===== config.mk =====
export PLATFORM = sky130hd
export DESIGN_NAME = wmp_ctrl
export DESIGN_NICKNAME = d
export VERILOG_FILES = /design/src/wmp_pkg.sv /design/src/wmp_ctrl.sv
export SDC_FILE = /design/constraint.sdc
export NUM_CORES = 1
export LEC_CHECK = 0
export CAP_MARGIN = 10
export CORE_AREA = 2 2 39 41
export DETAILED_ROUTE_END_ITERATION = 10
export DIE_AREA = 0 0 41 43
export DONT_BUFFER_PORTS = 1
export GPL_ROUTABILITY_DRIVEN = 1
export SLEW_MARGIN = 25
export SYNTH_ARGS = -nofsm -noshare
export SYNTH_HDL_FRONTEND = slang
export SYNTH_SLANG_ARGS = --single-unit

===== constraint.sdc =====
create_clock -name clk -period 1.1 [get_ports clk]
set_input_delay 0.22 -clock clk [delete_from_list [all_inputs] [get_ports clk]]
set_output_delay 0.22 -clock clk [all_outputs]
set_load 0.01 [all_outputs]

===== src/wmp_pkg.sv =====
// ----------------------------------------------------------------------------
// wmp_pkg: shared types and constants of the weighted multimap picker
// Table geometry, field widths, controller state, command and status groups.
// ----------------------------------------------------------------------------
package wmp_pkg;

	localparam int TABLE_ENTRIES = 64;
	localparam int KEY_BITS      = 64;
	localparam int MOVE_BITS     = 24;
	localparam int WEIGHT_BITS   = 16;
	localparam int RAND_BITS     = 31;

	localparam int IDX_BITS      = $clog2(TABLE_ENTRIES);
	localparam int CNT_BITS      = $clog2(TABLE_ENTRIES + 1);
	localparam int SUM_BITS      = WEIGHT_BITS + CNT_BITS;
	localparam int DIV_CNT_BITS  = $clog2(RAND_BITS + 1);

	localparam logic OP_INSERT = 1'b0;
	localparam logic OP_LOOKUP = 1'b1;

	typedef struct packed {
		logic [KEY_BITS-1:0]    key;
		logic [MOVE_BITS-1:0]   move;
		logic [WEIGHT_BITS-1:0] weight;
	} wmp_entry_t;

	typedef enum logic [2:0] {
		ST_IDLE,
		ST_SUM,
		ST_DIV,
		ST_PICK,
		ST_FINISH
	} wmp_state_t;

	typedef struct packed {
		logic accept;
		logic sum_pass;
		logic scan_clear;
		logic div_start;
		logic div_step;
		logic pick_pass;
		logic load_out;
	} wmp_cmd_t;

	typedef struct packed {
		logic scan_done;
		logic have_first;
		logic total_zero;
		logic div_done;
		logic out_free;
	} wmp_stat_t;

endpackage


===== src/wmp_ctrl.sv =====
// ----------------------------------------------------------------------------
// wmp_ctrl: sequencer of the weighted multimap picker
// Steps a lookup through sum pass, remainder and pick pass; an insert goes straight to the result.
// ----------------------------------------------------------------------------
module wmp_ctrl (
	input  logic               clk,
	input  logic               arst_n,
	input  logic               in_valid,
	input  logic               in_op,
	output logic               in_ready,
	input  wmp_pkg::wmp_stat_t stat,
	output wmp_pkg::wmp_cmd_t  cmd
);
	import wmp_pkg::*;

	wmp_state_t state_q;
	wmp_state_t state_d;

	// state register
	always_ff @(posedge clk or negedge arst_n) begin
		if (!arst_n) begin
			state_q <= ST_IDLE;
		end else begin
			state_q <= state_d;
		end
	end

	// next state and commands
	always_comb begin
		state_d  = state_q;
		cmd      = '0;
		in_ready = 1'b0;
		unique case (state_q)
			ST_IDLE: begin
				in_ready = 1'b1;
				if (in_valid) begin
					cmd.accept = 1'b1;
					state_d    = (in_op == OP_LOOKUP) ? ST_SUM : ST_FINISH;
				end
			end
			ST_SUM: begin
				cmd.sum_pass = 1'b1;
				if (stat.scan_done) begin
					if (stat.have_first && !stat.total_zero) begin
						cmd.scan_clear = 1'b1;
						cmd.div_start  = 1'b1;
						state_d        = ST_DIV;
					end else begin
						state_d = ST_FINISH;
					end
				end
			end
			ST_DIV: begin
				cmd.div_step = 1'b1;
				if (stat.div_done) begin
					state_d = ST_PICK;
				end
			end
			ST_PICK: begin
				cmd.pick_pass = 1'b1;
				if (stat.scan_done) begin
					state_d = ST_FINISH;
				end
			end
			ST_FINISH: begin
				if (stat.out_free) begin
					cmd.load_out = 1'b1;
					state_d      = ST_IDLE;
				end
			end
			default: begin
				state_d = ST_IDLE;
			end
		endcase
	end

endmodule


* Yosys cells after proc, flatten, opt, wreduce, memory -nomap -nowiden *
Index checks and enable logic that the tools add are counted.

storage, ports and cells
  output and inout port bits = 8
  flip-flop bits (word level) = 3
  input bits = 9
  logic and storage cells = 32

cells by class
  muxes and demuxes = 18
  equality and inequality tests = 9
  reduce and logical (&&, ||, !) cells = 4

operators by type and width
  operator                                       number
  two-way mux 3 bit                              8
  case mux 3 bit (5 select lines)                1
  inequality test 2 bit, second input constant   5
  two-way mux 1 bit                              7
  == test 3 x 2 -> 1 bit, second input constant  2
  AND reduction 5 bit                            1
  two-way mux 2 bit                              2
  == test 3 x 1 -> 1 bit, second input constant  1
  == test 3 bit, second input constant           1
  zero test 3 bit                                1
  logical AND 1 bit                              1
  zero test 1 bit                                1

* Logic depth before layout (Yosys ltp) *
Gate-level depths: netlist (run 1).

  depth after elaboration = 5
  mapped depth = 4
  depth with buffers taken out = 3

* Least setup slack after synthesis (run 1) *
OpenSTA, ideal clock, no wires.

  path kind = register to output
  start point = reg state_q[2]
  end point = out cmd[4] in the netlist's numbering
  path slack = -0.370 ns
  required time = 0.880 ns
  arrival = 1.250 ns
  cell stages (with the launch flop) = 4
  path buffers = 2
  cell sequence = dfrtp_1 > buf_2 > nor4_1 > buf_4

RTL lines
  item                      line            source
  start: declaration        wmp_ctrl.sv:16  wmp_state_t state_q;
  start signal: assignment  wmp_ctrl.sv:24  state_q <= state_d;
  end: declaration          wmp_ctrl.sv:12  output wmp_pkg::wmp_cmd_t cmd

==> out/metrics.yaml, run 1 <==
timing:
  timing.slew.headroom_pct: 84.86
  rsz0062_at_grt: "yes"
  fin_crit_ns: 1.351
  finalHoldViolCount: 0
  timing.final.crit_share_pct: 122.8
  worstMarginPinSlew_ns: 0.2252
  fmax_mhz: 740.0
  setup_slack_ns: -0.2513
  slew_violations: 0
  setup_viol: 10
  fin_worst_skew_ns: 0.001774
floorplan:
  fp.dieH_um: 43
  core_um2: 1384
  ios: 17
  start_util_pct: 17.63
  fp.dieArea_um2: 1763
  die_x_um: 41
  rows: 14
clock_network:
  clk_latency_ns: 0.24
  cts_root_buffer: "clkbuf_4"
  htreeDepth: 1
  clkSinkCount: 3
  cts_tree: "yes"
  cts_buffers: 3
  clk_pin_slew_ns: 0.04
  clockBufferDepth: 2
logic_synthesis:
  synthMuxAreaShare_pct: 0
  yosysTopAreaCell: "dfrtp_1"
  synth_top_cell_area_share_pct: 30.77
  synth_edf_count: 0
  async_flop_share_pct: 100.0
  synth_ff_type: "dfrtp_1"
  synthesis.nets: 38
  yosysSeqAreaShare_pct: 30.77
  synth-seq-cells: 3
  syn_inst: 29
  ys_top_cells_by_area: "dfrtp_1 (31%), nor3b_1 (9.2%), a21oi_1 (6.2%), buf_6 (4.6%), nand2_4 (4.6%)"
  syn-cell-area_um2: 244.0
  synth_commonest_cells: "a21oi_1 (3), dfrtp_1 (3), nor3b_1 (3)"
  yosys_warnings: 0
  yosys.area_share.simple_pct: 44.62
  synth_top_family_by_area: "simple AND/OR/NAND/NOR gates"
  yosysUniqueCellTypes: 20
  synth_compound_area_share_pct: 12.82
  synth-adder-area-share_pct: 0
  avgSynthCellArea_um2: 8.413
  synth_xor_area_share_pct: 0
route:
  routed_wl_um: 733
  drt_iter0_drc: 5
  ant_nets: 0
  dr_total_vias: 272
  routed_via_density: 4.533
  first_pass_iters: 3
  drc_errors: 0
  post_drt_wl_per_cell_um: 12.22
setup_path:
  rrSetupSlack_ns: -0.23
  critPathRequiredTime_ns: 0.88
  cp_max_fo: 6
  path_common_cell: "buf_4"
  path_class: "flip-flop to output port"
  crit_path_max_incr_delay_ns: 0.43
  reg2reg_from: "state_q[1]"
  cp_num_buf_inv: 2
  reg2regPathDepth: 5
  worstSetupPathDepth: 4
  critPathTopFamily: "flip-flops"
  regToRegEndpoint: "state_q[0]"
  path_cells: "buf_4, nand2_1, nor3_1, buf_4"
  cp-start-kind: "flip-flop"
  cp.arrival_ns: 1.13
  crit_slowest_cell: "dfrtp_2"
  cp-end-kind: "output port"
place:
  pre_cts_slack_ns: -0.09550
  placed_area_um2: 300.3
  gp_congestion: 0.7003
  io_buffer_count: 0
  post-place-cells: 47
worst_hold_path:
  hold_depth: 1
  whs_endpoint: "state_q[0]"
  hold_start: "stat[4]"
  hold_path.class: "input port to flip-flop"
final_layout:
  diodes: 0
  reg_top3: "state_q x3"
  syn2layout_area_growth_pct: 73.85
  fin_area_um2: 424.2
  final_nets: 54
  drive_above_1_share_pct: 59.09
  stdcell_count: 60
  largest_reg_flops: 3
  top_register: "state_q"
power:
  ir_drop_mv: 0.6680
  p_leak_nw: 0.1834
  power.density_nw_per_um2: 2580
global_routing:
  grt_max_degree: 10
  grt.overflow.total: 0
  antenna_found_initial: 0
  grt_pass1_vias: 282
  grtUsageTotal_pct: 10.27
  grt_pass1_wl_um: 1152
status:
  run_status: "finished with violations"
  violations: "setup timing"
job:
  drv_cap: 0
-- routing by layer --
| layer | wire, um | up-vias | GRT usage (%) |
|---|---|---|---|
| met5 | 0 | - | 0 |
| met4 | 0 | 0 | 12.00 |
| met3 | 41 | 0 | 1.571 |
| met2 | 402 | 7 | 13.75 |
| met1 | 288 | 134 | 12.01 |
| li1 | - | 131 | - |
-- worst max-delay path by stage --
stage,from,to,slack (ns)
6_report,state_q[2],cmd[0],-0.25
5_1_grt,state_q[2],cmd[4],-0.33
4_1_cts,state_q[1],cmd[3],-0.26
3_5_place_dp,state_q[1],cmd[2],-0.1
3_3_place_gp,state_q[1],cmd[4],-0.07
2_1_floorplan,state_q[0],cmd[4],-0.13
-- cell usage in the layout, fill, tap and decap left out, types with 2 or more instances in the layout --
cell and count:
buf_4 11, a21oi_1 3, clkbuf_4 3, buf_6 3, nor3b_1 2, nand2_1 2, dfrtp_2 2
-- cells by family after synthesis --
| kind of cell | after synthesis |
|---|---|
| AOI/OAI and AO/OA | 5 |
| and+or+nand+nor | 17 |
| buffers and inverters | 4 |
| DFF | 3 |
-- worst register-to-register path, cell delays in order, from the launching register on --
cell      delay [ns]
dfrtp_2         0.46
buf_4           0.16
buf_6           0.10
buf_4           0.13
nand3b_1        0.17
a221oi_2        0.22
-- report_power, final --
part	internal, mW	leakage [nW]	switching, mW
logic	0.379	0.132	0.277
clock network	0.136	0.0150	0.0649
registers	0.160	0.0363	0.0766
-- repair_timing --
action                                  in CTS  in global routing
pin swaps                                    1                  2
buffers inserted                             5                  3
hold endpoints to repair                     3                  0
endpoints found under the setup margin      10                 11
hold buffers                                 1                  0
resized for setup                            6                  5
-- through the flow --
stage	total power [mW]	TNS, ns	utilization [%]	hold WS (ns)
after floorplan	0.5456	-0.2398	-	-0.07559
after global placement	0.6361	-0.3709	21.70	-0.07548
after detailed placement	0.6398	-0.4347	21.70	-0.07548
after CTS	0.9992	-1.930	28.57	0.05573
after global routing	1.173	-2.694	30.65	0.04342
final	1.094	-2.009	30.65	0.06567
-- area by class of cell --
cell class              count  area (um2)
fillers                   148       959.7
multi-input cells          22       173.9
repair buffers             15       126.4
flip-flops and latches      3       77.57
clock buffers               4       26.28
well taps                  16       20.02
No activity file was read; power rests on OpenSTA's default activity.
==> run 2: changes to the inputs <==
--- a/config.mk
+++ b/config.mk
@@ -11,7 +11,9 @@
 export DIE_AREA = 0 0 41 43
 export DONT_BUFFER_PORTS = 1
 export GPL_ROUTABILITY_DRIVEN = 1
+export SETUP_SLACK_MARGIN = 0.3
 export SLEW_MARGIN = 25
 export SYNTH_ARGS = -nofsm -noshare
 export SYNTH_HDL_FRONTEND = slang
 export SYNTH_SLANG_ARGS = --single-unit
+export TNS_END_PERCENT = 20
==> constraint.sdc (replaced) <==
create_clock -name clk -period 1.29 [get_ports clk]
set_input_delay 0.258 -clock clk [delete_from_list [all_inputs] [get_ports clk]]
set_output_delay 0.258 -clock clk [all_outputs]
set_load 0.01 [all_outputs]
==> run 2 against run 1 <==
  * The run still ends with setup timing left
  * Sequential share of layout area rose by 0.98 points
  * Die area stayed put
  * Cell count fell by 5.0%
  * Largest cell class unchanged
==> out/metrics.yaml, run 2 (same netlist as run 1, synthesis figures left out) <==
status:
  run_status: "finished with violations"  # unchanged
  violations: "setup timing"  # unchanged
timing:
  setup_viol: 9  # was 10
  finalHoldViolCount: 0  # unchanged
  timing.slew.headroom_pct: 85.42  # was 84.86%
  fin_worst_skew_ns: 0.002738  # was 0.001774 ns
  slew_violations: 0  # unchanged
  rsz0062_at_grt: "yes"  # unchanged
  timing.final.crit_share_pct: 106.7
  holdWs_ns: 0.1062  # was 0.06567 ns
  worstMarginPinSlew_ns: 0.2169  # was 0.2252 ns
  fin_crit_ns: 1.377
  setup_slack_ns: -0.08704  # was -0.2513 ns
  fmax_mhz: 726.2
global_routing:
  grt.overflow.total: 0  # unchanged
  grt.met2_usage_pct: 14.37  # was 13.75%
  antenna_found_initial: 0  # unchanged
  busiest_layer: "met2"  # unchanged
  gr-usage-met3_pct: 4.188  # was 1.571%
  met1_usage_pct: 10.65  # was 12.01%
  grt_pass1_vias: 274  # was 282
  grt_pass1_wl_um: 1145  # was 1152 um
  grtUsageTotal_pct: 10.25  # was 10.27%
  grt_max_degree: 10  # unchanged
final_layout:
  final_common_cell: "buf_4"  # unchanged
  top_register: "state_q"  # unchanged
  syn2layout_area_growth_pct: 67.69  # was 73.85%
  reg_top3: "state_q x3"  # unchanged
  largest_reg_flops: 3  # unchanged
  layout_common_cells: "buf_4 (8), nor3b_2 (3), a21oi_1 (3), clkbuf_4 (3), dfrtp_2 (3)"  # was buf_4 (11), a21oi_1 (3), clkbuf_4 (3), buf_6 (3)
  fillCellCount: 141  # was 148
  drive_above_1_share_pct: 63.41  # was 59.09%
  fin_area_um2: 409.1  # was 424.2 um2
  final_nets: 51  # was 54
  diodes: 0  # unchanged
  seqCellArea_um2: 78.83  # was 77.57 um2
  final_util_pct: 29.57  # was 30.65%
  multi_input_area_um2: 186.4  # was 173.9 um2
place:
  placed_area_um2: 300.3  # unchanged
  io_buffer_count: 0  # unchanged
  gp_congestion: 0.7025  # was 0.7003
  dp.final_hpwl_um: 434
clock_network:
  cts_buffers: 3  # unchanged
  clk_pin_slew_ns: 0.04  # about the same
  clk_latency_ns: 0.23  # was 0.24 ns
  cts_root_buffer: "clkbuf_4"  # unchanged
  clockBufferDepth: 2  # unchanged
  clkSinkCount: 3  # unchanged
  htreeDepth: 1  # unchanged
  cts_tree: "yes"  # unchanged
worst_hold_path:
  hold_depth: 1  # unchanged
  whs_endpoint: "state_q[0]"  # unchanged
  hold_start: "stat[4]"  # unchanged
  hold_path.class: "input port to flip-flop"  # unchanged
setup_path:
  reg2regPathDepth: 4  # was 5
  cp.arrival_ns: 1.12  # was 1.13 ns
  regToRegEndpoint: "state_q[2]"  # was state_q[0]
  cp-start-kind: "flip-flop"  # unchanged
  cp_max_fo: 6  # unchanged
  rrSetupSlack_ns: -0.02  # was -0.23 ns
  path_class: "flip-flop to output port"  # unchanged
  cp-end-kind: "output port"  # unchanged
  reg2reg_from: "state_q[2]"  # was state_q[1]
  critPathRequiredTime_ns: 1.03  # was 0.88 ns
route:
  post_drt_wl_per_cell_um: 13.51  # was 12.22 um
  dr_total_vias: 260  # was 272
  routed_wl_um: 770  # was 733 um
  routed_via_density: 4.561  # was 4.533
  drc_errors: 0  # unchanged
  ant_nets: 0  # unchanged
  drt_iter0_drc: 2  # was 5
  first_pass_iters: 2  # was 3
floorplan:
  fp.dieArea_um2: 1763  # unchanged
  die_x_um: 41  # unchanged
  core_um2: 1384  # unchanged
  ios: 17  # unchanged
  fp.dieH_um: 43  # unchanged
  rows: 14  # unchanged
  start_util_pct: 17.63  # unchanged
power:
  p_leak_nw: 0.1732  # was 0.1834 nW
  power.density_nw_per_um2: 2155  # was 2580 nW/um2
  ir_drop_mv: 0.5360  # was 0.6680 mV
job:
  drv_cap: 0  # unchanged
run 2: what timing repair did:
action                                  CTS  global route
gates resized for setup                   6             6
endpoints found under the setup margin   11            11
hold buffers                              1             0
pin swaps                                 2             2
endpoints found under the hold margin     3             0
buffers inserted                          4             1
run 2: worst max path at each step:
stage,from,cells after the start,endpoint
after detailed placement,state_q[1],2,cmd[3]
after global routing,state_q[0],3,cmd[4]
after global placement,state_q[1],2,cmd[3]
final,state_q[2],4,cmd[0]
after CTS,state_q[2],2,cmd[3]
after floorplan,state_q[0],4,cmd[4]
run 2: cell type report:
class | instances | share of cell area, %
flip-flops and latches | 3 | 19.27
clock buffers | 4 | 6.422
well taps | 16 | 4.893
repair buffers | 12 | 23.85
multi-input cells | 22 | 45.57
run 2: worst max-delay path, cell delays in order (launching register included):
cell,delay (ns)
dfrtp_2,0.46
buf_6,0.14
nand2_1,0.06
nor3_2,0.10
buf_4,0.14
run 2: per-stage QoR:
stage	instances	TNS (ns)	power [mW]	setup WS, ns
after floorplan	29	0	0.4652	0.02066
after global placement	47	0	0.5417	0.08070
after detailed placement	47	0	0.5505	0.07365
after CTS	56	-0.6561	0.8299	-0.1136
after global routing	57	-0.9691	0.9468	-0.1381
final	57	-0.5621	0.8817	-0.08704
run 2: report_power, final:
group          switching, mW  internal [mW]  leakage (nW)
Clock                 0.0507          0.116        0.0150
Combinational          0.223          0.268         0.123
Sequential            0.0836          0.139        0.0350
Total                  0.358          0.524         0.173
run 2: layer usage:
metal	wire, um	vias up
met5	0	-
met4	0	0
met3	48	0
met2	424	6
met1	297	129
li1	-	125
==> run 3: changes to the inputs <==
--- a/config.mk
+++ b/config.mk
@@ -5,12 +5,13 @@
 export SDC_FILE = /design/constraint.sdc
 export NUM_CORES = 1
 export LEC_CHECK = 0
-export CAP_MARGIN = 10
+export CAP_MARGIN = 20
 export CORE_AREA = 2 2 39 41
 export DETAILED_ROUTE_END_ITERATION = 10
 export DIE_AREA = 0 0 41 43
 export DONT_BUFFER_PORTS = 1
 export GPL_ROUTABILITY_DRIVEN = 1
+export PLACE_DENSITY = 0.42
 export SETUP_SLACK_MARGIN = 0.3
 export SLEW_MARGIN = 25
 export SYNTH_ARGS = -nofsm -noshare
==> constraint.sdc (replaced) <==
create_clock -name clk -period 1.45 [get_ports clk]
set_input_delay 0.29 -clock clk [delete_from_list [all_inputs] [get_ports clk]]
set_output_delay 0.29 -clock clk [all_outputs]
set_load 0.01 [all_outputs]
==> run 3 against run 2 <==
  * Critical path depth down 1
  * Count of clock-buffer cells in the layout unchanged
  * Via count down 5.8%
  * Sequential power about the same
  * Register-to-register slack better by 0.18 ns
  * The flow now finishes without violations
  * Flip-flop and latch count unchanged
  * Largest power group unchanged
==> out/metrics.yaml, run 3 (same netlist as run 1, synthesis figures left out) <==
power:
  power.density_nw_per_um2: 1952  # was 2155 nW/um2
  power_uw: 730.4  # was 881.7 uW
  p_leak_nw: 0.1435  # was 0.1732 nW
  ir_drop_mv: 0.4983  # was 0.5360 mV
floorplan:
  fp.dieH_um: 43  # unchanged
  start_util_pct: 17.63  # unchanged
  fp.dieArea_um2: 1763  # unchanged
  die_x_um: 41  # unchanged
  ios: 17  # unchanged
  rows: 14  # unchanged
  core_um2: 1384  # unchanged
place:
  io_buffer_count: 0  # unchanged
  gp_congestion: 0.6591  # was 0.7025
  placed_area_um2: 270.3  # was 300.3 um2
  dp.final_hpwl_um: 471.4  # was 434 um
final_layout:
  syn2layout_area_growth_pct: 53.33  # was 67.69%
  reg_top3: "state_q x3"  # unchanged
  layout_common_cells: "buf_4 (5), a21oi_1 (3), clkbuf_4 (3), dfrtp_2 (3)"  # was buf_4 (8), nor3b_2 (3), a21oi_1 (3), clkbuf_4 (3), dfrtp_2 (3)
  fillCellCount: 151  # was 141
  final_common_cell: "buf_4"  # unchanged
  largest_reg_flops: 3  # unchanged
  final_nets: 46  # was 51
  drive_above_1_share_pct: 55.56  # was 63.41%
  diodes: 0  # unchanged
  final_util_pct: 27.03  # was 29.57%
  fin_area_um2: 374.1  # was 409.1 um2
  top_register: "state_q"  # unchanged
worst_hold_path:
  hold_path.class: "input port to flip-flop"  # unchanged
  hold_start: "stat[4]"  # unchanged
setup_path:
  startpoint: "state_q[0]"  # was state_q[2]
  path_cells: "buf_6, nor3_4, and2_4"  # was buf_6, nand2_1, nor3_2, buf_4
  cp-start-kind: "flip-flop"  # unchanged
  path_class: "flip-flop to output port"  # unchanged
  crit_slowest_cell: "dfrtp_2"  # unchanged
  cp_max_fo: 6  # unchanged
  critPathRequiredTime_ns: 1.16  # was 1.03 ns
  reg2reg_from: "state_q[1]"  # was state_q[2]
  cp.arrival_ns: 1.12  # about the same
  cp-end-kind: "output port"  # unchanged
  crit_path_max_incr_delay_ns: 0.44  # was 0.46 ns
timing:
  fin_worst_skew_ns: 0.004422  # was 0.002738 ns
  rsz0062_at_grt: "yes"  # unchanged
  fin_crit_ns: 1.409
  worstMarginPinSlew_ns: 0.3801  # was 0.2169 ns
  tns_ns: 0  # was -0.5621 ns
  finalHoldViolCount: 0  # unchanged
  slew_violations: 0  # unchanged
  holdWs_ns: 0.1711  # was 0.1062 ns
  timing.final.crit_share_pct: 97.19
  fmax_mhz: 709.6
  timing.slew.headroom_pct: 74.47  # was 85.42%
  setup_viol: 0  # was 9
clock_network:
  htreeDepth: 1  # unchanged
  clk_latency_ns: 0.24  # was 0.23 ns
  clockBufferDepth: 2  # unchanged
  cts_tree: "yes"  # unchanged
  cts_buffers: 3  # unchanged
  cts_root_buffer: "clkbuf_4"  # unchanged
  clkSinkCount: 3  # unchanged
  clk_pin_slew_ns: 0.03  # was 0.04 ns
route:
  routed_wl_um: 663  # was 770 um
  dr_total_vias: 245  # was 260
  post_drt_wl_per_cell_um: 12.75  # was 13.51 um
  drc_errors: 0  # unchanged
  drt_iter0_drc: 1  # was 2
  ant_nets: 0  # unchanged
  routed_via_density: 4.712  # was 4.561
  first_pass_iters: 4  # was 2
global_routing:
  grt_max_degree: 12  # was 10
  antenna_found_initial: 0  # unchanged
  grtUsageTotal_pct: 9.749  # was 10.25%
  grt.overflow.total: 0  # unchanged
  grt_pass1_wl_um: 1104  # was 1145 um
  grt_pass1_vias: 264  # was 274
job:
  drv_cap: 0  # unchanged
status:
  run_status: "finished, final reports clean"  # was finished with violations
## run 3: cell count changes in the layout (fill, tap and decap cells not counted), sizes merged
cell,previous run,this run
buf,11,6
## run 3: through the flow
stage	setup WS [ns]	instances
floorplan	0.1487	29
global placement	0.2144	43
detailed placement	0.1824	43
CTS	0.02661	52
global route	-0.05730	52
finish	0.04078	52
## run 3: worst max-delay path, delay by kind of cell (launching register included)
kind / cells / cell delay (ns)
buffers and inverters: 1 / 0.15
AND/OR/NAND/NOR: 2 / 0.30
flip-flops: 1 / 0.44
## run 3: layout make-up
cell class | instances | area [um2] | share of cell area (%)
Sequential cell | 3 | 78.83 | 21.07
Clock buffer | 4 | 26.28 | 7.023
Timing Repair Buffer | 7 | 58.81 | 15.72
Tap cell | 16 | 20.02 | 5.351
Multi-Input combinational cell | 22 | 190.2 | 50.84
## run 3: final timing paths
kind                              end  slack [ns]  cells after the start
max in group asynchronous  state_q[0]        0.98                      1
min reg2reg                state_q[1]        0.61                      1
max                            cmd[6]        0.04                      3
min in group asynchronous  state_q[1]        0.30                      1
max reg2reg                state_q[0]        0.16                      4
min                        state_q[0]        0.17                      1
## run 3: report_power, final
| part | leakage [nW] | switching, mW | internal [mW] |
|---|---|---|---|
| clock | 0.0150 | 0.0448 | 0.103 |
| sequential | 0.0350 | 0.0959 | 0.124 |
| combinational | 0.0935 | 0.163 | 0.199 |
## run 3: per-layer routing
metal / routed length, um / GRT usage [%] / share of wire [%] / vias to the layer above
met2: 337 / 13.44 / 51 / 11
met3: 61 / 3.141 / 9.2 / 2
met1: 257 / 10.65 / 39 / 116
met5: 0 / 0 / 0 / -
met4: 7 / 10.00 / 1.1 / 0
li1: - / - / - / 116
## run 3: timing repair
item                       CTS  global route
hold endpoints to repair     3             0
hold buffers                 1             0
setup endpoints to repair    9            10
pin swaps                    1             2
setup buffers                4             0
resized for setup            9             1
